**src/sv/apcm_pkg.sv**
```systemverilog
// Package for the arm proximity crossing monitor: widths, reset values, payload
// structs, state encodings and the distance saturation helper.
// Depends on nothing; every module of the block imports it.
package apcm_pkg;

  localparam int COORD_BITS   = 20;
  localparam int COUNT_BITS   = 32;
  localparam int DIST_BITS    = 42;
  localparam int TOTAL_BITS   = 32;
  localparam int CFG_IDX_BITS = 1;

  localparam int DIFF_BITS    = COORD_BITS + 1;
  localparam int SQ_BITS      = 2 * DIFF_BITS;
  localparam int HALF_BITS    = DIFF_BITS;
  localparam int MUL_BITS     = DIFF_BITS + 1;
  localparam int PROD_BITS    = 2 * MUL_BITS;
  localparam int NUM_BITS     = 2 * SQ_BITS;
  localparam int ACC_BITS     = NUM_BITS + 1;
  localparam int DOT_BITS     = SQ_BITS + 1;
  localparam int DIV_CNT_BITS = $clog2(SQ_BITS);
  localparam int SAT_BITS     = (SQ_BITS > DIST_BITS) ? SQ_BITS : DIST_BITS;

  localparam logic [DIST_BITS-1:0]  DIST_MAX      = {DIST_BITS{1'b1}};
  localparam logic [COUNT_BITS-1:0] COUNT_MAX     = {COUNT_BITS{1'b1}};
  localparam logic [DIST_BITS-1:0]  COLL_THR_RST  = DIST_BITS'(32768);
  localparam logic [DIST_BITS-1:0]  WARN_THR_RST  = DIST_BITS'(65536);

  typedef enum logic [CFG_IDX_BITS-1:0] {
    REG_COLLISION_THR,
    REG_WARNING_THR
  } cfg_reg_e;

  typedef enum logic [1:0] {
    T_IDLE,
    T_BUSY,
    T_EVAL
  } top_e;

  typedef enum logic [2:0] {
    E_IDLE,
    E_MAC,
    E_SEL,
    E_DIV,
    E_SUB
  } eng_e;

  typedef enum logic [2:0] {
    G_DOT,
    G_LA,
    G_LC,
    G_LE,
    G_SQ
  } grp_e;

  typedef struct packed {
    logic signed [COORD_BITS-1:0] start_x;
    logic signed [COORD_BITS-1:0] start_y;
    logic signed [COORD_BITS-1:0] start_z;
    logic signed [COORD_BITS-1:0] end_x;
    logic signed [COORD_BITS-1:0] end_y;
    logic signed [COORD_BITS-1:0] end_z;
    logic signed [COORD_BITS-1:0] obstacle_x;
    logic signed [COORD_BITS-1:0] obstacle_y;
    logic signed [COORD_BITS-1:0] obstacle_z;
    logic                         moving;
    logic                         frame_end;
  } apcm_in_t;

  typedef struct packed {
    logic [DIST_BITS-1:0]  min_distance_sq;
    logic                  collision_event;
    logic                  warning_event;
    logic [TOTAL_BITS-1:0] collision_total;
    logic [TOTAL_BITS-1:0] warning_total;
  } apcm_out_t;

  typedef struct packed {
    logic                 done;
    logic [DIST_BITS-1:0] dist_sq;
  } apcm_res_t;

  function automatic logic [DIST_BITS-1:0] sat_dist(input logic [SQ_BITS-1:0] v);
    logic [SAT_BITS-1:0] ext;
    ext = SAT_BITS'(v);
    if (ext > SAT_BITS'(DIST_MAX)) begin
      return DIST_MAX;
    end
    return DIST_BITS'(ext);
  endfunction

endpackage

```
**src/sv/arm_proximity_crossing_monitor.sv**
```systemverilog
// Top level of the arm proximity crossing monitor: handshakes, threshold
// registers, frame minimum, crossing counters and the output register.
// Depends on apcm_pkg and apcm_dist.

// Each transfer on the input is one arm segment with an obstacle point; the block
// keeps the minimum squared distance over the frame and, on the segment marked
// frame_end, emits one result with that minimum, the crossing flags and the
// saturating totals. ready stays low while a segment is worked on. Every segment
// takes 15 steps through the shared multiply-accumulate unit; when it has nonzero
// length and its projection falls on it, 42 steps of the one-bit-per-cycle
// restoring divider follow. A frame_end segment then waits in the evaluation
// state until the previous result has been taken from the output register.
module arm_proximity_crossing_monitor import apcm_pkg::*; (
  input  logic                    clk_i,
  input  logic                    rst_ni,
  input  logic                    in_valid_i,
  output logic                    in_ready_o,
  input  apcm_in_t                in_data_i,
  output logic                    out_valid_o,
  input  logic                    out_ready_i,
  output apcm_out_t               out_data_o,
  input  logic                    cfg_we_i,
  input  logic [CFG_IDX_BITS-1:0] cfg_idx_i,
  input  logic [DIST_BITS-1:0]    cfg_wdata_i
);

  top_e state_q, state_d;
  logic accept, eval_go, cev, wev;
  logic [DIST_BITS-1:0]  cthr_q, wthr_q, frame_min_q, prev_q;
  logic [COUNT_BITS-1:0] coll_q, coll_d, warn_q, warn_d;
  logic moving_q, frame_end_q, out_valid_q;
  apcm_out_t out_q;
  apcm_res_t res;

  apcm_dist u_dist (
    .clk_i   (clk_i),
    .rst_ni  (rst_ni),
    .start_i (accept),
    .in_i    (in_data_i),
    .res_o   (res)
  );

  assign in_ready_o  = (state_q == T_IDLE);
  assign accept      = in_valid_i && in_ready_o;
  assign out_valid_o = out_valid_q;
  assign out_data_o  = out_q;

  assign eval_go = (state_q == T_EVAL) && (!out_valid_q || out_ready_i);
  assign cev = moving_q && (prev_q > cthr_q) && (frame_min_q < cthr_q);
  assign wev = !cev && moving_q && (prev_q > wthr_q) && (frame_min_q < wthr_q);
  assign coll_d = (cev && (coll_q != COUNT_MAX)) ? coll_q + COUNT_BITS'(1) : coll_q;
  assign warn_d = (wev && (warn_q != COUNT_MAX)) ? warn_q + COUNT_BITS'(1) : warn_q;

  always_comb begin
    state_d = state_q;
    unique case (state_q)
      T_IDLE: begin
        if (accept) begin
          state_d = T_BUSY;
        end
      end
      T_BUSY: begin
        if (res.done) begin
          state_d = frame_end_q ? T_EVAL : T_IDLE;
        end
      end
      T_EVAL: begin
        if (eval_go) begin
          state_d = T_IDLE;
        end
      end
      default: state_d = T_IDLE;
    endcase
  end

  always_ff @(posedge clk_i or negedge rst_ni) begin
    if (!rst_ni) begin
      state_q     <= T_IDLE;
      cthr_q      <= COLL_THR_RST;
      wthr_q      <= WARN_THR_RST;
      frame_min_q <= DIST_MAX;
      prev_q      <= '0;
      coll_q      <= '0;
      warn_q      <= '0;
      moving_q    <= 1'b0;
      frame_end_q <= 1'b0;
      out_valid_q <= 1'b0;
    end else begin
      state_q <= state_d;
      if (cfg_we_i) begin
        unique case (cfg_idx_i)
          REG_COLLISION_THR: cthr_q <= cfg_wdata_i;
          REG_WARNING_THR:   wthr_q <= cfg_wdata_i;
          default: ;
        endcase
      end
      if (accept) begin
        moving_q    <= in_data_i.moving;
        frame_end_q <= in_data_i.frame_end;
      end
      if ((state_q == T_BUSY) && res.done && (res.dist_sq < frame_min_q)) begin
        frame_min_q <= res.dist_sq;
      end
      if (eval_go) begin
        coll_q      <= coll_d;
        warn_q      <= warn_d;
        prev_q      <= frame_min_q;
        frame_min_q <= DIST_MAX;
        out_valid_q <= 1'b1;
      end else if (out_ready_i) begin
        out_valid_q <= 1'b0;
      end
    end
  end

  always_ff @(posedge clk_i) begin
    if (eval_go) begin
      out_q.min_distance_sq <= frame_min_q;
      out_q.collision_event <= cev;
      out_q.warning_event   <= wev;
      out_q.collision_total <= TOTAL_BITS'(coll_d);
      out_q.warning_total   <= TOTAL_BITS'(warn_d);
    end
  end

  a_single_event: assert property (@(posedge clk_i) disable iff (!rst_ni)
    (out_valid_q && out_q.collision_event) |-> !out_q.warning_event)
    else $error("collision and warning flagged in the same frame");

  a_done_only_busy: assert property (@(posedge clk_i) disable iff (!rst_ni)
    (state_q != T_BUSY) |-> !res.done)
    else $error("distance engine finished outside a busy segment");

  a_coll_monotonic: assert property (@(posedge clk_i) disable iff (!rst_ni)
    1'b1 |=> (coll_q >= $past(coll_q)))
    else $error("collision total decreased");

  a_result_on_frame_end: assert property (@(posedge clk_i) disable iff (!rst_ni)
    eval_go |-> frame_end_q)
    else $error("result produced without frame end");

endmodule

```
**src/sv/apcm_dist.sv**
```systemverilog
// Squared point-to-segment distance engine: one shared multiply-accumulate unit
// under a step sequencer, then a one-bit-per-cycle restoring divider.
// Depends on apcm_pkg.
module apcm_dist import apcm_pkg::*; (
  input  logic      clk_i,
  input  logic      rst_ni,
  input  logic      start_i,
  input  apcm_in_t  in_i,
  output apcm_res_t res_o
);

  localparam logic [1:0] AXIS_LAST = 2'd2;
  localparam logic [DIV_CNT_BITS-1:0] DIV_LAST = DIV_CNT_BITS'(SQ_BITS - 1);

  eng_e state_q, state_d;
  grp_e grp_q, grp_d, p_grp_q, p_grp_d;
  logic [1:0] axis_q, axis_d, p_axis_q, p_axis_d;
  logic issue_q, issue_d, p_valid_q, p_valid_d;
  logic [DIV_CNT_BITS-1:0] div_cnt_q, div_cnt_d;
  logic done_q, done_d;

  logic signed [DIFF_BITS-1:0] d_q [3];
  logic signed [DIFF_BITS-1:0] w_q [3];
  logic signed [DIFF_BITS-1:0] e_q [3];

  logic signed [MUL_BITS-1:0]  op_a, op_b;
  logic signed [PROD_BITS-1:0] prod_q;
  logic signed [ACC_BITS-1:0]  acc_q, acc_d, prod_ext, term;

  logic signed [DOT_BITS-1:0] dot_q, dot_neg;
  logic [SQ_BITS-1:0]  dot_mag_q, la_q, lc_q, le_q;
  logic [NUM_BITS-1:0] num_q;
  logic [SQ_BITS-1:0]  rem_q, rem_d, quo_q, quo_d;
  logic [SQ_BITS:0]    div_t;
  logic                div_ge;
  logic [DIST_BITS-1:0] dist_q;
  logic la_zero, on_seg;

  function automatic logic signed [DIFF_BITS-1:0] diff(
    input logic signed [COORD_BITS-1:0] a,
    input logic signed [COORD_BITS-1:0] b
  );
    logic signed [DIFF_BITS-1:0] ax, bx;
    ax = {a[COORD_BITS-1], a};
    bx = {b[COORD_BITS-1], b};
    return ax - bx;
  endfunction

  function automatic logic signed [MUL_BITS-1:0] sx(input logic signed [DIFF_BITS-1:0] v);
    return {v[DIFF_BITS-1], v};
  endfunction

  assign la_zero = (la_q == '0);
  assign on_seg  = (dot_q[DOT_BITS-1] || (dot_q == '0)) && (dot_mag_q <= la_q);
  assign dot_neg = -dot_q;

  assign div_t  = {rem_q, quo_q[SQ_BITS-1]};
  assign div_ge = (div_t >= {1'b0, la_q});
  assign rem_d  = div_ge ? SQ_BITS'(div_t - {1'b0, la_q}) : div_t[SQ_BITS-1:0];
  assign quo_d  = {quo_q[SQ_BITS-2:0], div_ge};

  always_comb begin
    op_a = sx(d_q[axis_q]);
    op_b = sx(d_q[axis_q]);
    unique case (grp_q)
      G_DOT: begin
        op_a = sx(w_q[axis_q]);
        op_b = sx(d_q[axis_q]);
      end
      G_LA: begin
        op_a = sx(d_q[axis_q]);
        op_b = sx(d_q[axis_q]);
      end
      G_LC: begin
        op_a = sx(w_q[axis_q]);
        op_b = sx(w_q[axis_q]);
      end
      G_LE: begin
        op_a = sx(e_q[axis_q]);
        op_b = sx(e_q[axis_q]);
      end
      G_SQ: begin
        op_a = {1'b0, dot_mag_q[SQ_BITS-1:HALF_BITS]};
        op_b = {1'b0, dot_mag_q[SQ_BITS-1:HALF_BITS]};
        if (axis_q == 2'd1) begin
          op_b = {1'b0, dot_mag_q[HALF_BITS-1:0]};
        end else if (axis_q == AXIS_LAST) begin
          op_a = {1'b0, dot_mag_q[HALF_BITS-1:0]};
          op_b = {1'b0, dot_mag_q[HALF_BITS-1:0]};
        end
      end
      default: begin
        op_a = '0;
        op_b = '0;
      end
    endcase
  end

  always_comb begin
    prod_ext = {{(ACC_BITS-PROD_BITS){prod_q[PROD_BITS-1]}}, prod_q};
    term     = prod_ext;
    if (p_grp_q == G_SQ) begin
      if (p_axis_q == 2'd0) begin
        term = prod_ext <<< (2 * HALF_BITS);
      end else if (p_axis_q == 2'd1) begin
        term = prod_ext <<< (HALF_BITS + 1);
      end
    end
    acc_d = ((p_axis_q == 2'd0) ? ACC_BITS'(0) : acc_q) + term;
  end

  always_comb begin
    state_d   = state_q;
    grp_d     = grp_q;
    axis_d    = axis_q;
    issue_d   = issue_q;
    p_valid_d = issue_q;
    p_grp_d   = grp_q;
    p_axis_d  = axis_q;
    div_cnt_d = div_cnt_q;
    done_d    = 1'b0;
    unique case (state_q)
      E_IDLE: begin
        if (start_i) begin
          state_d = E_MAC;
          grp_d   = G_DOT;
          axis_d  = 2'd0;
          issue_d = 1'b1;
        end
      end
      E_MAC: begin
        if (issue_q) begin
          if (axis_q == AXIS_LAST) begin
            axis_d = 2'd0;
            unique case (grp_q)
              G_DOT:   grp_d = G_LA;
              G_LA:    grp_d = G_LC;
              G_LC:    grp_d = G_LE;
              G_LE:    grp_d = G_SQ;
              default: issue_d = 1'b0;
            endcase
          end else begin
            axis_d = axis_q + 2'd1;
          end
        end
        if (p_valid_q && (p_grp_q == G_SQ) && (p_axis_q == AXIS_LAST)) begin
          state_d = E_SEL;
        end
      end
      E_SEL: begin
        if (la_zero || !on_seg) begin
          done_d  = 1'b1;
          state_d = E_IDLE;
        end else begin
          div_cnt_d = '0;
          state_d   = E_DIV;
        end
      end
      E_DIV: begin
        div_cnt_d = div_cnt_q + DIV_CNT_BITS'(1);
        if (div_cnt_q == DIV_LAST) begin
          state_d = E_SUB;
        end
      end
      E_SUB: begin
        done_d  = 1'b1;
        state_d = E_IDLE;
      end
      default: state_d = E_IDLE;
    endcase
  end

  always_ff @(posedge clk_i or negedge rst_ni) begin
    if (!rst_ni) begin
      state_q   <= E_IDLE;
      grp_q     <= G_DOT;
      axis_q    <= 2'd0;
      issue_q   <= 1'b0;
      p_valid_q <= 1'b0;
      p_grp_q   <= G_DOT;
      p_axis_q  <= 2'd0;
      div_cnt_q <= '0;
      done_q    <= 1'b0;
    end else begin
      state_q   <= state_d;
      grp_q     <= grp_d;
      axis_q    <= axis_d;
      issue_q   <= issue_d;
      p_valid_q <= p_valid_d;
      p_grp_q   <= p_grp_d;
      p_axis_q  <= p_axis_d;
      div_cnt_q <= div_cnt_d;
      done_q    <= done_d;
    end
  end

  always_ff @(posedge clk_i) begin
    if ((state_q == E_IDLE) && start_i) begin
      d_q[0] <= diff(in_i.end_x, in_i.start_x);
      d_q[1] <= diff(in_i.end_y, in_i.start_y);
      d_q[2] <= diff(in_i.end_z, in_i.start_z);
      w_q[0] <= diff(in_i.start_x, in_i.obstacle_x);
      w_q[1] <= diff(in_i.start_y, in_i.obstacle_y);
      w_q[2] <= diff(in_i.start_z, in_i.obstacle_z);
      e_q[0] <= diff(in_i.end_x, in_i.obstacle_x);
      e_q[1] <= diff(in_i.end_y, in_i.obstacle_y);
      e_q[2] <= diff(in_i.end_z, in_i.obstacle_z);
    end
    prod_q    <= op_a * op_b;
    dot_mag_q <= dot_q[DOT_BITS-1] ? dot_neg[SQ_BITS-1:0] : dot_q[SQ_BITS-1:0];
    if (p_valid_q) begin
      acc_q <= acc_d;
      if (p_axis_q == AXIS_LAST) begin
        unique case (p_grp_q)
          G_DOT:   dot_q <= acc_d[DOT_BITS-1:0];
          G_LA:    la_q  <= acc_d[SQ_BITS-1:0];
          G_LC:    lc_q  <= acc_d[SQ_BITS-1:0];
          G_LE:    le_q  <= acc_d[SQ_BITS-1:0];
          default: num_q <= acc_d[NUM_BITS-1:0];
        endcase
      end
    end
    if (state_q == E_SEL) begin
      if (la_zero) begin
        dist_q <= sat_dist(lc_q);
      end else if (on_seg) begin
        rem_q <= num_q[NUM_BITS-1:SQ_BITS];
        quo_q <= num_q[SQ_BITS-1:0];
      end else begin
        dist_q <= sat_dist((lc_q < le_q) ? lc_q : le_q);
      end
    end
    if (state_q == E_DIV) begin
      rem_q <= rem_d;
      quo_q <= quo_d;
    end
    if (state_q == E_SUB) begin
      dist_q <= sat_dist((quo_q <= lc_q) ? (lc_q - quo_q) : SQ_BITS'(0));
    end
  end

  assign res_o.done    = done_q;
  assign res_o.dist_sq = dist_q;

  a_div_rem_below_divisor: assert property (@(posedge clk_i) disable iff (!rst_ni)
    (state_q == E_DIV) |-> (rem_q < la_q))
    else $error("divider remainder not below divisor");

  a_done_single_cycle: assert property (@(posedge clk_i) disable iff (!rst_ni)
    done_q |=> !done_q)
    else $error("done held longer than one cycle");

  a_mac_drained_at_select: assert property (@(posedge clk_i) disable iff (!rst_ni)
    (state_q == E_SEL) |-> (!issue_q && !p_valid_q))
    else $error("multiply-accumulate still busy at branch select");

endmodule
```
**config.mk**
```make
export PLATFORM = sky130hd
export DESIGN_NAME = arm_proximity_crossing_monitor
export DESIGN_NICKNAME = d
export VERILOG_FILES = /design/src/sv/apcm_pkg.sv /design/src/sv/arm_proximity_crossing_monitor.sv /design/src/sv/apcm_dist.sv
export SDC_FILE = /design/constraint.sdc
export NUM_CORES = 2
export LEC_CHECK = 0
export BUFFER_PORTS_ARGS = -buffer_cell sky130_fd_sc_hd__buf_4
export CORE_MARGIN = 2
export CORE_UTILIZATION = 45
export DETAILED_ROUTE_END_ITERATION = 8
export PLACE_DENSITY_LB_ADDON = 0.05
export SLEW_MARGIN = 20
export SYNTH_ARGS = -nofsm -noshare
export SYNTH_HDL_FRONTEND = slang
export SYNTH_SLANG_ARGS = --single-unit
```
**constraint.sdc**
```tcl
create_clock -name clk_i -period 15.6 [get_ports clk_i]
set_clock_uncertainty 0.2 [all_clocks]
set_input_delay 1.56 -clock clk_i [delete_from_list [all_inputs] [get_ports clk_i]]
set_output_delay 1.56 -clock clk_i [all_outputs]
set_load 0.02 [all_outputs]
```
==> out/qor.yml <==
io_pins: 340
syn-instance-count: 8474
core_mm2: 0.187
cts-buffers-inserted: 135
die_area_mm2: 0.192
post_cts_buffers: 0
drive_gt1_share_pct: 9.77
synth_flop_cell: "edfxtp_1"
path_class: "register to register"
fillers: 17300
vias_per_cell: 5.58
synth_commonest_cells: "1021 x inv_1, 899 x nand2_1, 777 x ha_1, 760 x edfxtp_1, 513 x fa_1"
r2r-end: "u_dist.prod_q[43]$_DFF_P_"
h-tree-depth: 4
synthArstFlopShare_pct: 23.4
cpPeakStageDelay_ns: 0.72
period_minus_slack_ns: 10.49
drt_wl_total_um: 271000
grt_max_degree: 120
mappedNetlistNets: 9994
hold_violations: 0
portBuffers: 339
hold_depth: 0
vias: 63300
hpwl_um: 216000
synth_cell_types: 78
max_cap_violations: 0
cts_tree: "done"
place_congestion: 0.948
area_growth_syn_to_layout_pct: 12.1
avgSynthCellArea_um2: 10.0
track_usage_pct: 28.1
hold_buffers: 0
finalMaxSlewViolations: 0
drt_pass1_iterations: 8
yosysTopAreaCell: "edfxtp_1"
critical-path-top-delay-family: "adder cells"
arrival_ns: 10.94
worstSkewPairLatency_ns: 0.81
cts_max_path_buffers: 3
grt_overflow: 0
min_to: "u_dist.p_valid_q$_DFF_PN0_"
start_util_pct: 45.2
synth_area_leaders: "edfxtp_1 27%, fa_1 12%, ha_1 11%"
fmax_mhz: 95.4
critPathCaptureType: "register"
synth_edf_count: 760
required_ns: 16.05
syn_area_mm2: 0.0848
netlist.area_leader.share_pct: 26.9
cts.sinks: 1105
worst_pin_slew_ns: 1.25
clockRootBuffer: "clkbuf_16"
grt_pass1_wl_um: 404000
ys_seq_area_share_pct: 36.7
yosysMostFrequentCell: "inv_1"
nets: 10300
ys.warnings.count: 0
clkTransAtPathRegs_ns: 0.05
cp-start-kind: "register"
dr.first_iter.drc_count: 4132
cp_num_buf_inv: 3
antenna_left: 0
regToRegStartpoint: "u_dist.axis_q[0]$_DFFE_PN0P_"
synth-seq-cells: 1105
finalSetupTns_ns: 0
grt_pass1_vias: 63900
die_h_um: 438
rsz0062_at_grt: "no"
cts_resized: 0
finalCritPeriodShare_pct: 67.2
holdCritStartpoint: "u_dist.issue_q$_DFFE_PN0P_"
die_w_um: 438
rows: 159
drc_errors: 0
hold_path_class: "register to register"
relSlewSlack_pct: 15.5
setup_violations: 0
fin_hold_ws_ns: 0.218
antenna_found_initial: 7
ff2ff_path_depth: 28
r2r_setup_slack_ns: 5.11
crit_path_top_delay_cell: "buf_4"
wl_per_cell_um: 23.9
cp_common_cell: "fa_1"
crit_fanout: 44
run_status: "completed"
how the worst max path moves through the flow:
stage	start	to	slack, ns	cells past startpoint
after detailed placement	u_dist.axis_q[0]$_DFFE_PN0P_	u_dist.prod_q[43]$_DFF_P_	5.13	28
after global routing	u_dist.axis_q[0]$_DFFE_PN0P_	u_dist.prod_q[43]$_DFF_P_	4.63	28
after floorplan	u_dist.axis_q[0]$_DFFE_PN0P_	u_dist.prod_q[43]$_DFF_P_	6.06	35
final	u_dist.axis_q[0]$_DFFE_PN0P_	u_dist.prod_q[43]$_DFF_P_	5.11	28
after global placement	u_dist.axis_q[0]$_DFFE_PN0P_	u_dist.prod_q[43]$_DFF_P_	5.04	30
after CTS	u_dist.axis_q[0]$_DFFE_PN0P_	u_dist.prod_q[43]$_DFF_P_	5.07	28
layout by cell type (no fill, tap or decap), drive strengths merged, types with 27 or more instances in the layout:
cell	instances
a211oi	37
a21o	255
a21oi	440
a31oi	39
and2	98
and3	92
buf	437
clkbuf	169
clkinv	51
dfrtp	215
dfstp	44
dfxtp	86
edfxtp	760
fa	513
ha	777
inv	1032
mux2	48
mux2i	221
nand2	899
nand2b	92
nand3	175
nand4	123
nor2	395
nor2b	192
nor3	96
nor4	34
o211ai	37
o21a	50
o21ai	465
o21bai	57
o22ai	46
o31ai	27
or3	45
xnor2	363
xor2	146
routing by layer:
metal	global-route usage, %	vias to the layer above	routed length, um
li1	-	29800	-
met5	0	-	0
met3	3.08	468	11600
met1	35.1	31300	112000
met2	48.1	1745	132000
met4	14.5	0	16200
flip-flops by register name (all words and copies together) (netlist names), 43 cells and up:
signal	flops
out_data_o	108
u_dist.acc_q	84
u_dist.d_q	63
u_dist.dot_q	43
u_dist.e_q	63
u_dist.num_q	84
u_dist.prod_q	44
u_dist.w_q	63
cell families after synthesis:
kind of cell | after synthesis | share of synthesized area, %
adders and majority gates | 1290 | 23.6
AOI/OAI and AO/OA | 1664 | 12.4
DFF | 1105 | 36.7
buffers and inverters | 1319 | 5.84
xor gates and xnor gates | 509 | 5.26
muxes | 269 | 3.25
and+or+nand+nor | 2318 | 13.0
cell type report:
type | instances | area [um2] | share of cell area, %
flip-flops and latches | 1105 | 31100 | 32.7
clock buffers | 169 | 3710 | 3.91
clock inverters | 79 | 769 | 0.810
diodes | 2 | 5.00 | 0.00527
inverters | 1021 | 3840 | 4.05
repair buffers | 437 | 3310 | 3.48
well taps | 2495 | 3120 | 3.28
multi-input cells | 6050 | 49200 | 51.8
per-stage QoR:
step / instance area, um2 / worst slack [ns] / cells / util, %
2_1_floorplan: 84800 / 6.06 / 8474 / -
3_3_place_gp: 90500 / 5.04 / 11100 / 48.3
3_5_place_dp: 90600 / 5.13 / 11100 / 48.3
4_1_cts: 95000 / 5.07 / 11400 / 50.7
5_1_grt: 95000 / 4.63 / 11400 / 50.7
6_report: 95000 / 5.11 / 11400 / 50.7
Power is not shown: default switching activity piles up to over one toggle a cycle in this logic, so the estimate is an artifact.
